**config.mk**
```make
export PLATFORM = sky130hd
export DESIGN_NAME = random_hue_noise_pixel_generator
export DESIGN_NICKNAME = d
export VERILOG_FILES = /design/src/design/rhn_pkg.sv /design/src/design/rhn_hsv.sv /design/src/design/random_hue_noise_pixel_generator.sv
export SDC_FILE = /design/constraint.sdc
export NUM_CORES = 1
export LEC_CHECK = 0
export ABC_AREA = 1
export BUFFER_PORTS_ARGS = -buffer_cell sky130_fd_sc_hd__buf_2
export CAP_MARGIN = 25
export CORE_MARGIN = 8
export CORE_UTILIZATION = 65
export DETAILED_ROUTE_END_ITERATION = 8
export GPL_TIMING_DRIVEN = 0
export HOLD_SLACK_MARGIN = 0.06
export PLACE_DENSITY = 0.85
export SLEW_MARGIN = 10
export SYNTH_ARGS = -nofsm -noshare
export SYNTH_HDL_FRONTEND = slang
export SYNTH_SLANG_ARGS = --single-unit
```
**constraint.sdc**
```tcl
create_clock -name clk -period 6.1 [get_ports clk]
set_input_delay 1.525 -clock clk [delete_from_list [all_inputs] [get_ports clk]]
set_output_delay 1.525 -clock clk [all_outputs]
set_load 0.005 [all_outputs]
```
**src/design/rhn_pkg.sv**
```systemverilog
// ---------------------------------------------------------------------------
// rhn_pkg - shared definitions for the random hue noise pixel generator
// Matrix geometry, generator constants, hue region codes and the xorshift step.
// ---------------------------------------------------------------------------
package rhn_pkg;

	// Matrix geometry, scanned row-major.
	localparam int COLS = 16;
	localparam int ROWS = 16;

	// Scan counters hold values up to 255, enough for any geometry up to 256.
	localparam int CNT_W = 8;
	localparam logic [CNT_W-1:0] COL_LAST = CNT_W'(COLS - 1);
	localparam logic [CNT_W-1:0] ROW_LAST = CNT_W'(ROWS - 1);

	// Coordinates as they appear on the output word.
	localparam int COORD_W = 4;
	localparam logic [COORD_W-1:0] COL_OUT_LAST = COORD_W'(COLS - 1);
	localparam logic [COORD_W-1:0] ROW_OUT_LAST = COORD_W'(ROWS - 1);

	// Reseed constants.
	localparam logic [31:0] SEED_BASE = 32'hA53C9E1D;
	localparam logic [31:0] HASH_MUL  = 32'd2654435761;

	// Xorshift32 shift distances.
	localparam int XS_A = 13;
	localparam int XS_B = 17;
	localparam int XS_C = 5;

	// Brightness is VAL_BASE plus seven seed bits.
	localparam logic [7:0] VAL_BASE = 8'd80;
	localparam logic [7:0] VAL_TOP  = 8'd207;

	// Width of one hue sector and the hue value where each sector starts.
	localparam logic [7:0] HUE_SECTOR = 8'd43;

	// Colour wheel sectors, in order of rising hue.
	typedef enum logic [2:0] {
		RGN_RY = 3'd0,	// red to yellow
		RGN_YG = 3'd1,	// yellow to green
		RGN_GC = 3'd2,	// green to cyan
		RGN_CB = 3'd3,	// cyan to blue
		RGN_BM = 3'd4,	// blue to magenta
		RGN_MR = 3'd5	// magenta to red
	} rgn_t;

	// One 13/17/5 xorshift32 step.
	function automatic logic [31:0] xs_next(input logic [31:0] v);
		logic [31:0] a;
		logic [31:0] b;
		a = v ^ (v << XS_A);
		b = a ^ (a >> XS_B);
		return b ^ (b << XS_C);
	endfunction

endpackage

```
**src/design/rhn_hsv.sv**
```systemverilog
// ---------------------------------------------------------------------------
// rhn_hsv - HSV to RGB at full saturation
// Turns a hue sector, the position within it and a brightness into red, green
// and blue. The scaled ramps are divided by 255 with a shift-and-add form.
// ---------------------------------------------------------------------------
module rhn_hsv
	import rhn_pkg::*;
(
	input  rgn_t       region,
	input  logic [7:0] rem,
	input  logic [7:0] val,
	output logic [7:0] red,
	output logic [7:0] green,
	output logic [7:0] blue
);

	// Exact floor(x / 255) for every x below 65280.
	function automatic logic [7:0] div255(input logic [15:0] x);
		logic [16:0] s;
		s = {1'b0, x} + {9'd0, x[15:8]} + 17'd1;
		return s[15:8];
	endfunction

	logic [15:0] fall_prod;
	logic [15:0] rise_prod;
	logic [7:0]  q;
	logic [7:0]  t;

	assign fall_prod = {8'd0, val} * {8'd0, 8'd255 - rem};
	assign rise_prod = {8'd0, val} * {8'd0, rem};
	assign q = div255(fall_prod);
	assign t = div255(rise_prod);

	// The falling colour is q, the rising one t; the third channel is off.
	always_comb begin
		case (region)
			RGN_YG: begin red = q;    green = val;  blue = 8'd0; end
			RGN_GC: begin red = 8'd0; green = val;  blue = t;    end
			RGN_CB: begin red = 8'd0; green = q;    blue = val;  end
			RGN_BM: begin red = t;    green = 8'd0; blue = val;  end
			RGN_MR: begin red = val;  green = 8'd0; blue = q;    end
			default: begin red = val; green = t;    blue = 8'd0; end
		endcase
	end

endmodule

```
**src/design/random_hue_noise_pixel_generator.sv**
```systemverilog
// ---------------------------------------------------------------------------
// random_hue_noise_pixel_generator - noise pixel source for an LED matrix
// Each request word yields one pixel of random hue and random brightness.
// ---------------------------------------------------------------------------
// The slave channel takes one request word per pixel. tuser set marks the
// first pixel of a frame: the xorshift seed is rebuilt from the phase and the
// time carried in tdata, and the scan coordinates go back to the top left.
// Every word, the first of a frame included, steps the seed once; the pixel
// colour follows from the stepped seed. The master channel returns one pixel
// word per request with its column and row, and tlast on the last pixel of
// the frame. Until the first frame start the seed is zero and the pixels are
// dim red.
// The data path is four register stages deep: request register with the
// time hash multiplier in front of it, seed and scan stage, hue sector stage
// and the output register. One request is taken every cycle while results
// flow.
// Each stage moves on when it is empty or the one after it moves, so a
// stalled receiver holds the output word and the pipe fills up behind it
// before tready falls; requests are still taken while earlier stages have
// gaps. Reset empties the pipe, clears the seed and restarts the scan.
// ---------------------------------------------------------------------------
module random_hue_noise_pixel_generator
	import rhn_pkg::*;
(
	input  logic        clk,
	input  logic        arst_n,
	input  logic        s_axis_tvalid,
	output logic        s_axis_tready,
	input  logic [63:0] s_axis_tdata,	// frame_phase [31:0], time_ms [63:32]
	input  logic        s_axis_tuser,	// frame_start
	output logic        m_axis_tvalid,
	input  logic        m_axis_tready,
	output logic [31:0] m_axis_tdata,	// red, green, blue, col, row from bit 0 up
	output logic        m_axis_tlast	// last_of_frame
);

	// Stage valid bits and advance conditions.
	logic vld_s1, vld_s2, vld_s3, out_vld_q;
	logic adv1, adv2, adv3, adv_o;

	// Stage 1: request with the reseed value already formed.
	logic        start_s1;
	logic [31:0] reseed_s1;
	logic [31:0] reseed_d;

	// Stage 2: seed, scan position and colour controls.
	logic [31:0]      seed_q;
	logic [CNT_W-1:0] col_q, row_q;
	logic [31:0]      seed_d;
	logic [CNT_W-1:0] cur_col, cur_row, nxt_col, nxt_row;
	logic             cur_last;
	logic [7:0]       hue_s2, val_s2;
	logic [COORD_W-1:0] col_s2, row_s2;
	logic             last_s2;

	// Stage 3: hue sector and position inside it.
	rgn_t             rgn_d;
	logic [7:0]       sec_base;
	logic [5:0]       sec_off;
	rgn_t             rgn_s3;
	logic [7:0]       rem_s3, val_s3;
	logic [COORD_W-1:0] col_s3, row_s3;
	logic             last_s3;

	// Output register.
	logic [7:0]  red, green, blue;
	logic [31:0] tdata_q;
	logic        tlast_q;

	assign adv_o = !out_vld_q || m_axis_tready;
	assign adv3  = !vld_s3 || adv_o;
	assign adv2  = !vld_s2 || adv3;
	assign adv1  = !vld_s1 || adv2;
	assign s_axis_tready = adv1;

	always_ff @(posedge clk or negedge arst_n) begin
		if (!arst_n) begin
			vld_s1    <= 1'b0;
			vld_s2    <= 1'b0;
			vld_s3    <= 1'b0;
			out_vld_q <= 1'b0;
		end else begin
			if (adv1)  vld_s1    <= s_axis_tvalid;
			if (adv2)  vld_s2    <= vld_s1;
			if (adv3)  vld_s3    <= vld_s2;
			if (adv_o) out_vld_q <= vld_s3;
		end
	end

	// The time hash multiplier sits in front of the request register so that
	// the seed loop itself is only a multiplexer and an XOR network.
	assign reseed_d = SEED_BASE ^ s_axis_tdata[31:0] ^ (s_axis_tdata[63:32] * HASH_MUL);

	always_ff @(posedge clk) begin
		if (adv1) begin
			start_s1  <= s_axis_tuser;
			reseed_s1 <= reseed_d;
		end
	end

	// A frame start replaces the seed and the scan position before the step.
	assign seed_d   = xs_next(start_s1 ? reseed_s1 : seed_q);
	assign cur_col  = start_s1 ? '0 : col_q;
	assign cur_row  = start_s1 ? '0 : row_q;
	assign cur_last = (cur_col == COL_LAST) && (cur_row == ROW_LAST);

	always_comb begin
		nxt_col = cur_col + CNT_W'(1);
		nxt_row = cur_row;
		if (cur_col == COL_LAST) begin
			nxt_col = '0;
			nxt_row = (cur_row == ROW_LAST) ? '0 : cur_row + CNT_W'(1);
		end
	end

	always_ff @(posedge clk or negedge arst_n) begin
		if (!arst_n) begin
			seed_q <= '0;
			col_q  <= '0;
			row_q  <= '0;
		end else if (vld_s1 && adv2) begin
			seed_q <= seed_d;
			col_q  <= nxt_col;
			row_q  <= nxt_row;
		end
	end

	always_ff @(posedge clk) begin
		if (adv2) begin
			hue_s2  <= seed_d[31:24];
			val_s2  <= VAL_BASE + {1'b0, seed_d[14:8]};
			col_s2  <= cur_col[COORD_W-1:0];
			row_s2  <= cur_row[COORD_W-1:0];
			last_s2 <= cur_last;
		end
	end

	// Hue sector by comparison against the sector starts.
	always_comb begin
		if (hue_s2 >= 8'(5 * HUE_SECTOR)) begin
			rgn_d = RGN_MR; sec_base = 8'(5 * HUE_SECTOR);
		end else if (hue_s2 >= 8'(4 * HUE_SECTOR)) begin
			rgn_d = RGN_BM; sec_base = 8'(4 * HUE_SECTOR);
		end else if (hue_s2 >= 8'(3 * HUE_SECTOR)) begin
			rgn_d = RGN_CB; sec_base = 8'(3 * HUE_SECTOR);
		end else if (hue_s2 >= 8'(2 * HUE_SECTOR)) begin
			rgn_d = RGN_GC; sec_base = 8'(2 * HUE_SECTOR);
		end else if (hue_s2 >= HUE_SECTOR) begin
			rgn_d = RGN_YG; sec_base = HUE_SECTOR;
		end else begin
			rgn_d = RGN_RY; sec_base = 8'd0;
		end
	end

	// Offset within the sector is at most 42; times six stays below 256.
	logic [7:0] sec_diff;
	assign sec_diff = hue_s2 - sec_base;
	assign sec_off  = sec_diff[5:0];

	always_ff @(posedge clk) begin
		if (adv3) begin
			rgn_s3  <= rgn_d;
			rem_s3  <= {sec_off, 2'b00} + {1'b0, sec_off, 1'b0};
			val_s3  <= val_s2;
			col_s3  <= col_s2;
			row_s3  <= row_s2;
			last_s3 <= last_s2;
		end
	end

	rhn_hsv u_hsv (
		.region (rgn_s3),
		.rem    (rem_s3),
		.val    (val_s3),
		.red    (red),
		.green  (green),
		.blue   (blue)
	);

	always_ff @(posedge clk) begin
		if (adv_o) begin
			tdata_q <= {row_s3, col_s3, blue, green, red};
			tlast_q <= last_s3;
		end
	end

	assign m_axis_tvalid = out_vld_q;
	assign m_axis_tdata  = tdata_q;
	assign m_axis_tlast  = tlast_q;

endmodule

```
# After elaboration in Yosys (flattened, before gate mapping)
# Cells that the tools add are included.
# W data, S select, Z words.
# op_classes
reduce_logical	15
order_cmp	5
eq_ne	7
mul	3
n_addsub	10
mux	18
bitwise	5
# ops
operator	count
$xor A32 B32 Y32	3
$pmux W8 S3	3
$mux W8	5
$add A16 B1 Y16 const B	2
$add A16 B8 Y16	2
$mul A32 B32 Y32 const B	1
$mul A8 B8 Y16	2
$mux W32	1
$xor A32 B15 Y32	1
$mux W6	5
$ge A8 B8 Y1 const B	3
$not A17 Y17	1
$add A8 B1 Y8 const B	2
$eq A8 B4 Y1 const B	2
$reduce_or A2 Y1	5
$add A7 B7 Y8 const A	1
$add A8 B7 Y8	1
$ge A8 B6 Y1 const B	1
$ge A8 B7 Y1 const B	1
$sub A8 B8 Y8 const A	1
$eq A3 B2 Y1 const B	2
$eq A3 B3 Y1 const B	2
$sub A6 B6 Y6	1
$logic_not A1 Y1	4
other kinds (5)	11
# word_totals
reg_bits	171
input_bits	69

# Depth between registers and ports, before layout
# Gate-level depths: netlist of the first run.
# depth
depth_word	8
ltp_mapped	33
ltp_nobuf	32

# Hierarchy
# From an unflattened synthesis of the first run, not the netlist that was laid out.
# unflattened
cells_unflattened	2772
area_unflattened_um2	23422.5
# modules_own_cells
mod	area_each_um2	instances	cells_per_inst
random_hue_noise_pixel_generator	16965.0	1	1716
rhn_hsv	6457.4	1	1056

# Worst setup path after synthesis of the first run
# OpenSTA, ideal clock, no wires.
# synth_path
path_kind	in2reg
startpoint	in s_axis_tdata[36]
endpoint	reg reseed_s1[25] (data pin)
required_time_ns	5.846
t_arrival_ns	7.323
path_buffers	0
path_slack_ns	-1.477
stages	26
cell_sequence	inv_1 -> fa_1 -> inv_1 -> fa_1 -> fa_1 -> inv_1 -> fa_1 -> inv_1 -> fa_1 -> inv_1 -> fa_1 -> inv_1 -> fa_1 -> inv_1 -> fa_1 -> inv_1 -> ha_1 -> nand2_1 -> inv_1 -> nand3_1 -> nor3_1 -> a21oi_1 -> or3_1 -> nand2_1 -> xor2_1 -> inv_1
# synth_between
elab_chain_len	2
# synth_lines
element	line	text
start, declared	random_hue_noise_pixel_generator.sv:29	input logic [63:0] s_axis_tdata,
$mul A32 B32 Y32	random_hue_noise_pixel_generator.sv:92	assign reseed_d = SEED_BASE ^ s_axis_tdata[31:0] ^ (s_axis_tdata[63:32] * HASH_MUL);
$xor A32 B32 Y32	random_hue_noise_pixel_generator.sv:92	
via reseed_d[25]	random_hue_noise_pixel_generator.sv:44	logic [31:0] reseed_d;
end signal, assigned	random_hue_noise_pixel_generator.sv:97	reseed_s1 <= reseed_d;
end, declared	random_hue_noise_pixel_generator.sv:43	logic [31:0] reseed_s1;
# The timed path passes the listed nets, and every way through them passes these cells.
# A chain may end at the register's enable or synchronous reset.

# Final worst setup path of the first run
# layout_path
startpoint	in s_axis_tdata[37]
endpoint	reg reseed_s1[30] (data pin)
# Same word-level chain as after synthesis.

==> flow_summary_export.csv, run 1 <==
group,metric,value,unit
outcome,status,"finished, violations left",
outcome,violations,"negative setup slack",
yosys,yosys-top-cells-count,"645 x inv_1, 437 x nand2_1, 285 x ha_1",
worst_setup_path,worst-path-buf-inv,10,
sta,slew_violations,0,
placement,place_ws,-2.28,ns
route,via_per_inst,5.82,
yosys,async_reset_ff_frac,0.306,
worst_hold_path,min_from,"val_s2[1]$_DFFE_PP_",
yosys,synth_flop_cell,"edfxtp_1",
clock_network,numCtsBuffers,17,
sta,rsz0062_at_grt,"true",
clock_network,cts.clk_slew.worst_paths,0.07,ns
yosys,synthDistinctLibCells,56,
die,pin_count,104,
die,die-area,40600,sq um
global_routing,antenna_found_initial,2,
route,drt-wirelength-per-cell,21.6,um
sta,setup_ws,-2.22,ns
placement,dp_hpwl,46900,um
layout,syn_to_final_growth,19.4,%
yosys,yosysTopAreaCellShare,0.243,
global_routing,grt_use_total,0.311,
route,route.detailed.drc,0,
yosys,synth_top_area_cell,"fa_1",
flow_run,maxCapViolCount,0,
worst_setup_path,reg2reg_to,"m_axis_tdata[22]$_DFFE_PP_",
yosys,synth.most_common_cell,"inv_1",
route,antenna_left,0,
die,die_w,202,um
worst_setup_path,crit_type,"input pin to flip-flop",
worst_setup_path,cp-end-kind,"flip-flop",
worst_setup_path,required,6.27,ns
clock_network,cts_root_buffer,"clkbuf_16",
yosys,ys_ff_latch,170,
yosys,synthesis.area,22400,sq um
clock_network,cts_tree,"done",
yosys,synth_area_leaders,"fa_1 24%, ha_1 16%, edfxtp_1 16%",
route,drt-initial-drc-count,1533,
placement,routabilityCongestion,0.941,
sta,slew_headroom,0.404,
layout,drive_gt1_frac,0.197,
yosys,synth_seq_area_share,0.216,
yosys,synth_nets,3147,
yosys,syn_inst,2521,
clock_network,clockBufferDepth,2,
yosys,yosys_warnings,0,
die,core.rowCount,68,
clock_network,htree_levels,4,
layout,nFillCells,2076,
global_routing,grt_pass1_vias,19500,
clock_network,clk_latency,0.46,ns
clock_network,clock-sinks,170,
worst_setup_path,r2r-start,"val_s3[5]$_DFFE_PP_",
sta,hold_viol_final,0,
worst_setup_path,cp-start-kind,"input pin",
worst_setup_path,path_delay_family,"adder cells",
worst_setup_path,slowest_delay,0.77,ns
worst_setup_path,r2r_cells,32,
route,dr_total_vias,18800,
route,dr.pass1.iters,7,
placement,io_buffer_count,103,
worst_setup_path,cp_slowest_cell,"fa_1",
clock_network,cts_hold_buf,0,
die,start_util,0.655,
yosys,syn_area_per_cell,8.88,sq um
sta,finalSetupViolCount,21,
global_routing,grt_max_degree,36,
worst_hold_path,hold_path_depth,0,
global_routing,grt_first_pass_wirelength,100000,um
sta,tns,-25.29,ns
worst_setup_path,cp_max_fo,3,
die,dieHeight,202,um
worst_setup_path,rrSetupSlack,0.19,ns
sta,finalCritPeriodShare,1.36,
die,core,34200,sq um
sta,finalCriticalPeriod,8.32,ns
route,wl,69700,um
worst_setup_path,worstPathArrival,8.49,ns
worst_hold_path,holdPathEnd,"val_s3[1]$_DFFE_PP_",
global_routing,grt.overflow.total,0,
sta,fmax,0.120,GHz
layout,fin_nets,3386,
sta,skew,0.0234,ns
worst_hold_path,hold_path.class,"flip-flop to flip-flop",
yosys,synth_edf_count,118,
worst_setup_path,crit_path_frequent_cell,"fa_1",
sta,tightest_slew,0.891,ns
[metal layers]
layer,GRT usage,vias to the layer above,part of all wire
met5,0,-,0.00019
met4,0.181,2,0.071
met3,0.0651,389,0.092
met2,0.537,1102,0.49
met1,0.354,9053,0.34
li1,-,8233,-
[stage by stage]
| stage | util | instance area (sq um) | std cells | hold slack (ns) |
|---|---|---|---|---|
| after floorplan | - | 22800 | 2521 | 0.400 |
| after global placement | 0.697 | 23900 | 3079 | 0.402 |
| after detailed placement | 0.699 | 23900 | 3081 | 0.405 |
| after CTS | 0.750 | 25700 | 3168 | 0.420 |
| after global routing | 0.781 | 26700 | 3228 | 0.430 |
| final | 0.781 | 26700 | 3229 | 0.422 |
[worst reg2reg max path, delay by kind of cell (launching register included)]
| kind | cells | cell delay (ns) |
|---|---|---|
| AOI/OAI and AO/OA | 4 | 0.67 |
| and+or+nand+nor | 12 | 1.18 |
| adders and majority gates | 6 | 2.50 |
| xor gates and xnor gates | 1 | 0.14 |
| buffers and inverters | 9 | 0.75 |
| DFF | 1 | 0.42 |
[kinds of logic (layout without fill, tap and decap cells)]
| kind of cell | count (synthesis) | in the layout | synth area share |
|---|---|---|---|
| AOI/OAI and AO/OA | 148 | 148 | 0.0369 |
| xor gates and xnor gates | 179 | 179 | 0.0717 |
| adders and majority gates | 557 | 557 | 0.402 |
| buffers and inverters | 680 | 932 | 0.116 |
| DFF | 170 | 170 | 0.216 |
| muxes | 23 | 23 | 0.0110 |
| other | 0 | 1 | 0 |
| and+or+nand+nor | 764 | 764 | 0.146 |
[sequential cells by signal, summed over array words and instances (netlist names), 7 cells and up]
name / count
m_axis_tdata: 32
col_q: 8
val_s3: 8
seed_q: 32
hue_s2: 8
reseed_s1: 32
val_s2: 8
row_q: 8
rem_s3: 7
[how the worst max path moves through the flow]
stage | cells past startpoint | slack [ns] | end | from
6_report | 27 | -2.22 | reseed_s1[30]$_DFFE_PP_ | s_axis_tdata[37]
5_1_grt | 27 | -2.26 | reseed_s1[30]$_DFFE_PP_ | s_axis_tdata[37]
4_1_cts | 24 | -1.20 | reseed_s1[31]$_DFFE_PP_ | s_axis_tdata[49]
3_5_place_dp | 24 | -2.28 | reseed_s1[31]$_DFFE_PP_ | s_axis_tdata[44]
3_3_place_gp | 24 | -2.24 | reseed_s1[31]$_DFFE_PP_ | s_axis_tdata[46]
2_1_floorplan | 26 | -1.12 | reseed_s1[25]$_DFFE_PP_ | s_axis_tdata[37]
[layout by cell type, fill, tap and decap left out, types with 30 or more instances in the layout]
master    netlist  layout
buf_6           3      30
xor2_1        100      87
inv_1         645     582
nor2_1        104      98
edfxtp_1      118     118
dfrtp_1        52      52
o21ai_0        50      42
inv_2           2      55
nand2_2         7      30
ha_1          285     250
buf_4           1      95
xnor2_1        74      72
a21oi_1        55      30
nand3_1       145     135
fa_1          272     248
buf_2           3      90
nand2_1       437     402
ha_4            0      33
[final cells by class]
class	instances	area, sq um	area share
multi-input combinational	1671	16200	0.606
sequential	170	4840	0.181
inverter	649	2470	0.0925
timing repair buffer	220	1800	0.0672
tap	455	569	0.0213
clock buffer	17	425	0.0159
clock inverter	15	213	0.00796
buffer	31	211	0.00791
antenna	1	2.50	0.0000936
[repair_timing]
| action | in CTS | in global routing |
|---|---|---|
| pin swaps | 81 | 100 |
| endpoints found under the hold margin | 0 | 0 |
| resized for setup | 191 | 152 |
| endpoints found under the setup margin | 43 | 44 |
| buffers inserted | 56 | 62 |
Power of run 1 is left out: the tool's default activity adds up to more than one toggle a clock period on the data nets, which glitch-free logic cannot reach.
==> run 2, diff against run 1 <==
- CORE_UTILIZATION: 65 -> 35
- PLACE_DENSITY: 0.85 -> 0.51
==> run 2 against run 1 <==
Against the previous run: the flow still finishes with violations (negative setup slack); global-route usage decreased by 13 points; via count decreased by 9.0%; cell count increased by 12%; largest cell class unchanged; highest routed layer is now met4.
==> flow_summary_export.csv, run 2 (synthesized netlist as in run 1, its figures left out) <==
group,metric,value,unit
sta,skew,0.0122,ns
sta,rsz0062_at_grt,"true",
worst_hold_path,hold_path.class,"flip-flop to flip-flop",
route,antenna_left,0,
sta,finalSetupViolCount,16,
die,core.rowCount,92,
worst_setup_path,crit_chain,"buf_12 > clkinvlp_4 > buf_4 > fa_2 > fa_1 > inv_1 > fa_1 > fa_2 > ha_4 > fa_1 > fa_1 > inv_1 > fa_1 > inv_2 > ha_4 > nand2_4 > nor4_4 > nand4_1 > nand3_2 > nand3_2 > nand2_2 > a31oi_2 > xor2_1 > inv_1",
sta,fmax,0.139,GHz
worst_setup_path,required,6.30,ns
outcome,violations,"negative setup slack",
layout,drive_gt1_frac,0.205,
sta,finalCritPeriodShare,1.18,
layout,fin_cells,3625,
worst_setup_path,crit_type,"input pin to flip-flop",
route,drt-initial-drc-count,730,
clock_network,cts_root_buffer,"clkbuf_16",
sta,hold_viol_final,0,
worst_setup_path,cp_max_fo,7,
die,core,63200,sq um
route,via_per_inst,4.71,
worst_setup_path,cp-end-kind,"flip-flop",
global_routing,grt_pass1_vias,18400,
clock_network,cts_hold_buf,0,
worst_setup_path,cp_slowest_cell,"fa_1",
layout,final_common_cell,"inv_1",
sta,setup_ws,-1.07,ns
layout,nFillCells,6206,
layout,syn_to_final_growth,21.7,%
die,die-area,72300,sq um
sta,finalCriticalPeriod,7.17,ns
worst_setup_path,slowest_delay,0.58,ns
die,start_util,0.354,
route,dr.pass1.iters,7,
worst_setup_path,crit_path_frequent_cell,"fa_1",
clock_network,cts_tree,"done",
route,met3_length,2320,um
global_routing,grt.overflow.total,0,
route,dr_wl_met2,31500,um
sta,tightest_slew,1.01,ns
global_routing,grt_first_pass_wirelength,99400,um
route,route.detailed.drc,0,
worst_setup_path,worstPathArrival,7.37,ns
placement,post-place-cells,3473,
route,drt-wirelength-per-cell,17.2,um
clock_network,numCtsBuffers,17,
die,pin_count,104,
die,die_w,269,um
worst_setup_path,cp-start-kind,"input pin",
layout,fin_nets,3392,
global_routing,grt_use_total,0.177,
route,wl_met1,26600,um
placement,dp_hpwl,51900,um
layout,final_cell_mix,"572 x inv_1, 408 x nand2_1, 241 x ha_1, 238 x fa_1, 133 x nand3_1",
clock_network,cts.clk_slew.worst_paths,0.07,ns
sta,slew_headroom,0.322,
global_routing,grt_max_degree,53,
global_routing,antenna_found_initial,0,
placement,routabilityCongestion,0.899,
route,highest_layer,"met4",
outcome,status,"finished, violations left",
layout,n_antenna_cell,0,
die,dieHeight,269,um
route,wl,62500,um
clock_network,clockBufferDepth,2,
flow_run,maxCapViolCount,0,
sta,slew_violations,0,
clock_network,clk_latency,0.44,ns
placement,place_ws,-2.25,ns
route,dr_total_vias,17100,
placement,io_buffer_count,103,
clock_network,htree_levels,4,
clock_network,clock-sinks,170,
## run 2: cell count changes in the layout (fill, tap and decap cells not counted), sizes merged
| cell | before | now |
|---|---|---|
| buf | 240 | 245 |
| clkinvlp | 10 | 14 |
| inv | 645 | 641 |
| bufinv | 0 | 1 |
| clkbuf | 28 | 29 |
| clkinv | 9 | 8 |
| diode | 1 | 0 |
## run 2: path summary, 6_finish.rpt
kind | start | to | slack, ns | depth (start not counted)
worst max-delay path | s_axis_tdata[44] | reseed_s1[30]$_DFFE_PP_ | -1.07 | 24
worst min-delay path | row_s2[0]$_DFFE_PP_ | row_s3[0]$_DFFE_PP_ | 0.42 | 0
worst max register to register | val_s3[5]$_DFFE_PP_ | m_axis_tdata[6]$_DFFE_PP_ | 0.19 | 29
worst min register to register | row_s2[0]$_DFFE_PP_ | row_s3[0]$_DFFE_PP_ | 0.42 | 0
max in group asynchronous | arst_n | seed_q[1]$_DFFE_PN0P_ | 4.47 | 1
min in group asynchronous | arst_n | row_q[5]$_DFFE_PN0P_ | 1.13 | 1
## run 2: routing by layer
metal	track usage	vias to the layer above
met2	0.316	365
met5	0	-
li1	-	8266
met3	0.0234	103
met4	0.0567	0
met1	0.219	8355
## run 2: repair_timing
action                     4_1_cts  5_1_grt
cloned                           0        1
setup buffers                   64       58
setup endpoints to repair       43       44
resized for setup              195      157
pin swaps                      111      111
## run 2: layout make-up
cell class,instances,area (sq um),area share
buffer,31,223,0.00818
clock buffer,17,425,0.0156
clock inverter,15,181,0.00666
inverter,649,2480,0.0911
multi-input combinational,1671,16200,0.593
sequential,170,4840,0.178
tap,846,1060,0.0389
timing repair buffer,226,1860,0.0684
## run 2: critical path: cells and delay by family
family / cells / cell delay [ns]
adder cells (fa/ha/maj): 9 / 4.16
AND/OR/NAND/NOR: 6 / 0.82
buffers and inverters: 7 / 0.59
XOR/XNOR: 1 / 0.19
AO/OA/AOI/OAI: 1 / 0.09
## run 2: metrics by stage
stage / cell area [sq um] / hold WS (ns) / TNS (ns) / utilization
floorplan: 22800 / 0.400 / -11.00 / -
global placement: 24300 / 0.405 / -37.70 / 0.385
detailed placement: 24400 / 0.405 / -38.88 / 0.386
CTS: 26200 / 0.420 / -10.54 / 0.415
global route: 27200 / 0.426 / -14.72 / 0.431
finish: 27200 / 0.422 / -12.07 / 0.431
Power of run 2 is left out for the same reason.
